--- config.mk ---
export PLATFORM = sky130hd
export DESIGN_NAME = top_k_sorted_insert
export DESIGN_NICKNAME = d
export VERILOG_FILES = /design/src/hdl/tksi_pkg.sv /design/src/hdl/top_k_sorted_insert.sv /design/src/hdl/tksi_cell.sv
export SDC_FILE = /design/constraint.sdc
export NUM_CORES = 2
export LEC_CHECK = 0
export BUFFER_PORTS_ARGS = -buffer_cell sky130_fd_sc_hd__buf_2
export CORE_AREA = 2 2 520 522
export DETAILED_ROUTE_END_ITERATION = 8
export DIE_AREA = 0 0 522 524
export HOLD_SLACK_MARGIN = 0.1
export PLACE_DENSITY = 0.6
export SLEW_MARGIN = 20
export SYNTH_ARGS = -nofsm -noshare
export SYNTH_HDL_FRONTEND = slang
export SYNTH_HIERARCHICAL = 1
export SYNTH_SLANG_ARGS = --single-unit
export TNS_END_PERCENT = 5
--- constraint.sdc ---
create_clock -name clk_i -period 18.3 [get_ports clk_i]
set_clock_uncertainty 0.05 [all_clocks]
set_input_delay 3.66 -clock clk_i [delete_from_list [all_inputs] [get_ports clk_i]]
set_output_delay 3.66 -clock clk_i [all_outputs]
set_load 0.01 [all_outputs]
--- src/hdl/tksi_pkg.sv ---
// ============================================================================
// tksi_pkg: shared types and constants of the top-K sorted insertion list
// Command codes, entry payload, per-cell control and status, result beat.
// ============================================================================
package tksi_pkg;

  localparam int SlotsDefault     = 16;
  localparam int ScoreBitsDefault = 32;

  localparam logic [1:0] CmdClear  = 2'd0;
  localparam logic [1:0] CmdInsert = 2'd1;
  localparam logic [1:0] CmdRead   = 2'd2;

  // Payload carried with every entry; the score travels apart because its
  // width is a module parameter.
  typedef struct packed {
    logic [31:0] key;
    logic [7:0]  market;
    logic [31:0] price;
  } entry_t;

  // Control broadcast from the top level to every cell.
  typedef struct packed {
    logic clear;
    logic insert;
    logic ascending;
  } cell_ctrl_t;

  // Status each cell hands to its lower neighbor and to the top level.
  typedef struct packed {
    logic valid;
    logic take;
    logic found;
  } cell_stat_t;

  // One result beat.
  typedef struct packed {
    logic        inserted;
    logic [3:0]  position;
    logic        rd_valid;
    entry_t      rd_entry;
    logic [31:0] rd_score;
  } res_t;

endpackage

--- src/hdl/top_k_sorted_insert.sv ---
// ============================================================================
// top_k_sorted_insert: ranked list of the best SLOTS scored entries
// A row of slot cells with an insertion chain, plus a two-beat result buffer.
// ============================================================================
// Usage
// Commands arrive on the input channel (in_valid_i / in_stall_o): clear all
// slots, insert a candidate (key, market, price, Q16.16 score) or read one
// slot. Every accepted beat yields exactly one result beat on the output
// channel (out_valid_o / out_stall_i), in order.
// For each command the row of cells compares the candidate with every slot
// at once, the "found" flag ripples down the row, and each cell takes the
// candidate, the entry from above, or holds. The result is registered, and
// a new command is accepted every cycle while the receiver keeps up.
// When the receiver stalls, one more beat is taken into a skid register;
// after that in_stall_o rises until the output register drains.
// The ranking order comes from a one-bit register written through the
// cfg_valid_i / cfg_ready_o port, which is always ready; write it only
// while the block is idle. Reset empties the list, marks both result
// registers empty and selects descending order.
// ============================================================================
module top_k_sorted_insert #(
  parameter int SLOTS      = tksi_pkg::SlotsDefault,
  parameter int SCORE_BITS = tksi_pkg::ScoreBitsDefault
) (
  input  logic               clk_i,
  input  logic               rst_ni,
  // configuration write channel
  input  logic               cfg_valid_i,
  output logic               cfg_ready_o,
  input  logic               cfg_data_i,
  // command channel
  input  logic               in_valid_i,
  output logic               in_stall_o,
  input  logic [1:0]         cmd_i,
  input  logic [31:0]        item_key_i,
  input  logic [7:0]         item_market_i,
  input  logic [31:0]        item_price_i,
  input  logic signed [31:0] item_score_i,
  input  logic [3:0]         read_slot_i,
  // result channel
  output logic               out_valid_o,
  input  logic               out_stall_i,
  output logic               inserted_o,
  output logic [3:0]         insert_position_o,
  output logic               slot_valid_out_o,
  output logic [31:0]        slot_key_out_o,
  output logic [7:0]         slot_market_out_o,
  output logic [31:0]        slot_price_out_o,
  output logic signed [31:0] slot_score_out_o
);
  import tksi_pkg::*;

  localparam int IdxW = $clog2(SLOTS);
  // Only the low bits of the incoming score up to 32 are meaningful.
  localparam int InW  = (SCORE_BITS < 32) ? SCORE_BITS : 32;

  // Configuration register.
  logic ascending_q;

  // Cell row.
  cell_ctrl_t                   ctrl;
  entry_t                       cand_entry;
  logic signed [SCORE_BITS-1:0] cand_score;
  cell_stat_t                   stat_w  [SLOTS];
  entry_t                       entry_w [SLOTS];
  logic signed [SCORE_BITS-1:0] score_w [SLOTS];
  logic [SLOTS-1:0]             valid_vec;

  // Command decode and result.
  logic            in_accept;
  logic            out_fire;
  logic            in_range;
  logic [IdxW-1:0] rd_idx;
  logic [IdxW-1:0] take_pos;
  res_t            res_d;

  // Result buffer: output register plus skid register.
  res_t out_q;
  logic out_valid_q;
  res_t skid_q;
  logic skid_valid_q;

  // --------------------------------------------------------------------------
  // Configuration: always ready, one bit of data.
  // --------------------------------------------------------------------------
  assign cfg_ready_o = 1'b1;

  always_ff @(posedge clk_i or negedge rst_ni) begin
    if (!rst_ni) begin
      ascending_q <= 1'b0;
    end else if (cfg_valid_i) begin
      ascending_q <= cfg_data_i;
    end
  end

  // --------------------------------------------------------------------------
  // Handshakes. The block stalls only while the skid register is occupied.
  // --------------------------------------------------------------------------
  assign in_stall_o = skid_valid_q;
  assign in_accept  = in_valid_i && !in_stall_o;
  assign out_fire   = out_valid_q && !out_stall_i;

  assign ctrl.clear     = in_accept && (cmd_i == CmdClear);
  assign ctrl.insert    = in_accept && (cmd_i == CmdInsert);
  assign ctrl.ascending = ascending_q;

  assign cand_entry.key    = item_key_i;
  assign cand_entry.market = item_market_i;
  assign cand_entry.price  = item_price_i;
  // Keep the low InW bits, read as two's complement, at the stored width.
  assign cand_score        = SCORE_BITS'($signed(item_score_i[InW-1:0]));

  // --------------------------------------------------------------------------
  // Row of cells. Slot 0 sees an empty, not-found neighbor above it.
  // --------------------------------------------------------------------------
  for (genvar i = 0; i < SLOTS; i++) begin : g_cell
    cell_stat_t                   prev_stat;
    entry_t                       prev_entry;
    logic signed [SCORE_BITS-1:0] prev_score;

    if (i == 0) begin : g_head
      assign prev_stat  = '0;
      assign prev_entry = '0;
      assign prev_score = '0;
    end else begin : g_body
      assign prev_stat  = stat_w[i-1];
      assign prev_entry = entry_w[i-1];
      assign prev_score = score_w[i-1];
    end

    tksi_cell #(
      .SCORE_BITS (SCORE_BITS)
    ) u_cell (
      .clk_i        (clk_i),
      .rst_ni       (rst_ni),
      .ctrl_i       (ctrl),
      .cand_entry_i (cand_entry),
      .cand_score_i (cand_score),
      .prev_stat_i  (prev_stat),
      .prev_entry_i (prev_entry),
      .prev_score_i (prev_score),
      .stat_o       (stat_w[i]),
      .entry_o      (entry_w[i]),
      .score_o      (score_w[i])
    );

    assign valid_vec[i] = stat_w[i].valid;
  end

  // At most one cell takes the candidate, so OR-ing the indices gives its slot.
  always_comb begin
    take_pos = '0;
    for (int i = 0; i < SLOTS; i++) begin
      if (stat_w[i].take) begin
        take_pos = take_pos | IdxW'(i);
      end
    end
  end

  // Read index: slots at or beyond SLOTS read as empty.
  assign in_range = (32'(read_slot_i) < SLOTS);
  assign rd_idx   = IdxW'(read_slot_i);

  always_comb begin
    res_d = '0;
    case (cmd_i)
      CmdClear: begin
      end
      CmdInsert: begin
        res_d.inserted = stat_w[SLOTS-1].found;
        res_d.position = stat_w[SLOTS-1].found ? 4'(take_pos) : 4'd0;
      end
      CmdRead: begin
        if (in_range && valid_vec[rd_idx]) begin
          res_d.rd_valid = 1'b1;
          res_d.rd_entry = entry_w[rd_idx];
          res_d.rd_score = 32'(score_w[rd_idx]);
        end
      end
      default: begin
      end
    endcase
  end

  // --------------------------------------------------------------------------
  // Result buffer. A new beat goes to the output register when it is free or
  // draining this cycle, otherwise into the skid register.
  // --------------------------------------------------------------------------
  always_ff @(posedge clk_i or negedge rst_ni) begin
    if (!rst_ni) begin
      out_valid_q  <= 1'b0;
      skid_valid_q <= 1'b0;
    end else begin
      if (skid_valid_q) begin
        if (out_fire) begin
          skid_valid_q <= 1'b0;
        end
      end else if (in_accept) begin
        if (!out_valid_q || out_fire) begin
          out_valid_q <= 1'b1;
        end else begin
          skid_valid_q <= 1'b1;
        end
      end else if (out_fire) begin
        out_valid_q <= 1'b0;
      end
    end
  end

  always_ff @(posedge clk_i) begin
    if (skid_valid_q) begin
      if (out_fire) begin
        out_q <= skid_q;
      end
    end else if (in_accept) begin
      if (!out_valid_q || out_fire) begin
        out_q <= res_d;
      end else begin
        skid_q <= res_d;
      end
    end
  end

  assign out_valid_o       = out_valid_q;
  assign inserted_o        = out_q.inserted;
  assign insert_position_o = out_q.position;
  assign slot_valid_out_o  = out_q.rd_valid;
  assign slot_key_out_o    = out_q.rd_entry.key;
  assign slot_market_out_o = out_q.rd_entry.market;
  assign slot_price_out_o  = out_q.rd_entry.price;
  assign slot_score_out_o  = $signed(out_q.rd_score);

  // --------------------------------------------------------------------------
  // Assertions
  // --------------------------------------------------------------------------
  // The skid register is only ever filled behind a full output register.
  a_skid_behind_out : assert property (@(posedge clk_i) disable iff (!rst_ni)
    in_stall_o |-> out_valid_o)
    else $error("skid register holds a beat while the output register is empty");

  // Occupied slots always form an unbroken run from slot 0.
  a_valid_prefix : assert property (@(posedge clk_i) disable iff (!rst_ni)
    (valid_vec & (valid_vec + 1'b1)) == '0)
    else $error("occupied slots are not contiguous from the top");

  // A clear empties every slot by the next cycle.
  a_clear_empties : assert property (@(posedge clk_i) disable iff (!rst_ni)
    ctrl.clear |=> (valid_vec == '0))
    else $error("list not empty after a clear");

  // An insert into a list that is not full always lands.
  a_insert_not_full : assert property (@(posedge clk_i) disable iff (!rst_ni)
    (ctrl.insert && !valid_vec[SLOTS-1]) |-> stat_w[SLOTS-1].found)
    else $error("insert rejected although a slot was free");

  // An insert result never carries read data.
  a_result_exclusive : assert property (@(posedge clk_i) disable iff (!rst_ni)
    out_valid_o |-> !(inserted_o && slot_valid_out_o))
    else $error("result beat flags both an insert and a read");

endmodule

--- src/hdl/tksi_cell.sv ---
// ============================================================================
// tksi_cell: one slot of the ranked list
// Holds one entry, compares it with the candidate and either keeps it, takes
// the candidate, takes the entry of the slot above it, or empties on a clear.
// ============================================================================
module tksi_cell #(
  parameter int SCORE_BITS = tksi_pkg::ScoreBitsDefault
) (
  input  logic                          clk_i,
  input  logic                          rst_ni,
  input  tksi_pkg::cell_ctrl_t          ctrl_i,
  input  tksi_pkg::entry_t              cand_entry_i,
  input  logic signed [SCORE_BITS-1:0]  cand_score_i,
  input  tksi_pkg::cell_stat_t          prev_stat_i,
  input  tksi_pkg::entry_t              prev_entry_i,
  input  logic signed [SCORE_BITS-1:0]  prev_score_i,
  output tksi_pkg::cell_stat_t          stat_o,
  output tksi_pkg::entry_t              entry_o,
  output logic signed [SCORE_BITS-1:0]  score_o
);
  import tksi_pkg::*;

  logic                         valid_q, valid_d;
  entry_t                       entry_q, entry_d;
  logic signed [SCORE_BITS-1:0] score_q, score_d;
  logic                         beats;
  logic                         cond;
  logic                         take;
  logic                         shift;

  // The candidate wins here if the slot is empty or strictly beaten.
  assign beats = ctrl_i.ascending ? (cand_score_i < score_q) : (cand_score_i > score_q);
  assign cond  = !valid_q || beats;
  assign take  = ctrl_i.insert && cond && !prev_stat_i.found;
  assign shift = ctrl_i.insert && prev_stat_i.found;

  always_comb begin
    valid_d = valid_q;
    entry_d = entry_q;
    score_d = score_q;
    if (ctrl_i.clear) begin
      valid_d = 1'b0;
    end else if (take) begin
      valid_d = 1'b1;
      entry_d = cand_entry_i;
      score_d = cand_score_i;
    end else if (shift) begin
      valid_d = prev_stat_i.valid;
      entry_d = prev_entry_i;
      score_d = prev_score_i;
    end
  end

  always_ff @(posedge clk_i or negedge rst_ni) begin
    if (!rst_ni) begin
      valid_q <= 1'b0;
    end else begin
      valid_q <= valid_d;
    end
  end

  always_ff @(posedge clk_i) begin
    entry_q <= entry_d;
    score_q <= score_d;
  end

  assign stat_o.valid = valid_q;
  assign stat_o.take  = take;
  assign stat_o.found = prev_stat_i.found || cond;
  assign entry_o      = entry_q;
  assign score_o      = score_q;

endmodule

==> qor.txt <==
Filler cells = 23800
Die width = 522 um
Avg Vias per Cell = 5.99
CTS-repair resized insts = 0
Critical path required time = 18860 ps
Inserted Clock Buffers = 211
R2R Setup Slk = 8480 ps
Via count = 66800
Worst-case reg-to-reg path depth = 41
Cells after synthesis = 7089
PortBufs = 227
Initial antenna violation count = 55
Crit path largest cell delay = 860 ps
Root Buffer = clkbuf_16
Setup TNS = 0 ps
Synth Cell Area = 107000 um^2
DRC viols = 0
Worst R2R Start = g_cell[0].u_cell/score_o[28]$_DFFE_PP_
Leak = 0.0426 uW
Slew Viols, Final = 0
HP Start = skid_q[99]$_DFFE_PP_
Share of cells above drive strength 1 = 0.279
Hold EP = slot_key_out_o[27]$_DFFE_PP_
Sequential power share = 0.475
# IOs = 229
Worst skew pair latency = 900 ps
Die ar. = 274000 um^2
Final period utilization = 0.687
R2r endpoint = g_cell[15].u_cell/entry_o[9]$_DFFE_PP_
Startpoint types = input port
DIE HEIGHT = 524 um
GRT Util Overall = 0.251
Layout area overhead = 11.1%
Clock power frac = 0.370
Max rail drop VDD = 0.000104 V
Detailed placement HPWL = 217000 um
CP Class = in2reg
Pwr Density = 97.2 nW/um^2
Clock period minus worst slack = 12570 ps
Worst-path fanout max = 37
Largest net degree at the start of global routing = 88
Slew @ Worst Pin = 1270 ps
Inst Count DP = 10700
Per-cell routed wire length = 31.3 um
Row cnt = 190
GPL Wtd Cong = 0.927
Most common cell on crit path = nand2_1
Unrepaired setup endpoints after global routing = false
Post-CTS setup buffer count = 0
Number of global-route vias before repair = 67500
Final wirelength = 349000 um
Core area = 267000 um^2
Worst EP arrival = 13130 ps
Grt ovf = 0
Reg clk slew, reported paths = 60 ps
CP Capture Type = flip-flop
First-pass GRT wire length = 498000 um
HP Class = reg2reg
First-pass DRT Iterations = 9
Slew headroom = 0.147
Net Sw Frac = 0.282
Slowest-stage cell, CP = a2111oi_4
Routed Antenna Nets = 0
CTS max path bufs = 3
CTS tree = done
Clock sinks = 1903
Iter 0 DRT Violations = 6832
Internal power = 8270 uW
Status = completed
Hold-fix buffers at CTS = 0
Final nets = 8015
# Max-Cap Violations = 0
Logic pwr share = 0.154
Endpoints failing hold = 0
Worst Hold Depth = 2
# setup viols final = 0
Switching power = 3250 uW
Util after Layout = 0.443
Non-filler cells, final = 11100
YS warnings = 6
Initial core utilization = 0.399
FMAX = 79.5 MHz
H-tree levels = 4
Synthesized area per cell = 15.0 um^2
[worst max-delay path, delay by kind of cell]
| kind | cells | cell delay (ps) |
|---|---|---|
| buffers and inverters | 17 | 3600 |
| multiplexers | 1 | 410 |
| AO/OA/AOI/OAI | 5 | 2000 |
| AND/OR/NAND/NOR | 17 | 3100 |
| adder cells (fa/ha/maj) | 1 | 270 |
[metrics by stage]
step | hold slack, ps | setup slack [ps] | total power, uW | instance area [um^2]
2_1_floorplan | 448 | 2090 | 6670 | 107000
3_3_place_gp | 462 | 5220 | 7310 | 112000
3_5_place_dp | 466 | 5180 | 7350 | 112000
4_1_cts | 453 | 6100 | 11600 | 118000
5_1_grt | 485 | 5300 | 11900 | 119000
6_report | 460 | 5730 | 11500 | 119000
[power by group through the flow]
stage	Combinational, uW	Clock (uW)	Sequential, uW
after floorplan	1050	0	5630
after global placement	1750	0	5560
after detailed placement	1780	0	5570
after CTS	1790	4350	5480
after global routing	1910	4510	5520
final	1780	4270	5480
[flip-flops by register name (all words and copies together), names as in the netlist]
name                   cells
in_stall_o                 1
g_cell.u_cell/score_o    512
slot_valid_out_o           1
skid_q                   110
ascending_q                1
g_cell.u_cell/valid_q     16
slot_price_out_o          32
inserted_o                 1
out_valid_o                1
slot_score_out_o          32
insert_position_o          4
slot_market_out_o          8
slot_key_out_o            32
g_cell.u_cell/entry_o   1152
[worst max path at each step]
| stage | from | to | cells past startpoint |
|---|---|---|---|
| floorplan | item_score_i[7] | g_cell[15].u_cell/entry_o[0]$_DFFE_PP_ | 38 |
| global placement | item_score_i[30] | g_cell[15].u_cell/entry_o[21]$_DFFE_PP_ | 41 |
| detailed placement | item_score_i[29] | g_cell[15].u_cell/entry_o[11]$_DFFE_PP_ | 41 |
| CTS | item_score_i[25] | g_cell[15].u_cell/entry_o[9]$_DFFE_PP_ | 41 |
| global route | item_score_i[30] | insert_position_o[1]$_DFFE_PP_ | 42 |
| finish | item_score_i[25] | g_cell[15].u_cell/entry_o[9]$_DFFE_PP_ | 41 |
[cells in the final DEF (no fill, tap or decap), drive strengths merged, types with 17 or more instances in the layout]
cell type     n
edfxtp     1884
mux2       1671
inv         558
ha          512
mux4        416
buf         375
nor2        279
clkbuf      260
nand2       236
a22o        208
a21oi       183
conb        109
o31ai       104
clkinv      101
a21o         96
nand4        80
nand3        66
o21ai        66
nor4         37
nor2b        36
a211oi       32
a2111oi      31
a31oi        21
diode        20
nand2b       19
dfrtp        19
bufinv       18
o22ai        17
and3         17
nor3         17
[routing by layer]
metal / track usage / vias to the layer above / routed length (um)
li1: - / 28300 / -
met1: 0.333 / 34900 / 144000
met2: 0.411 / 2831 / 165000
met3: 0.0412 / 680 / 24800
met4: 0.100 / 8 / 15000
met5: 0 / - / 49
[cell type report]
cell class,count,area [um^2],area share
Multi-Input combinational cell,4346,45700,0.386
Tap cell,3552,4440,0.0375
Inverter,550,2060,0.0174
Antenna cell,20,50.0,0.000422
Clock buffer,260,5460,0.0461
Timing Repair Buffer,375,2370,0.0200
Clock inverter,132,1340,0.0113
Sequential cell,1903,57100,0.481
(Power assumes the default switching activity.)
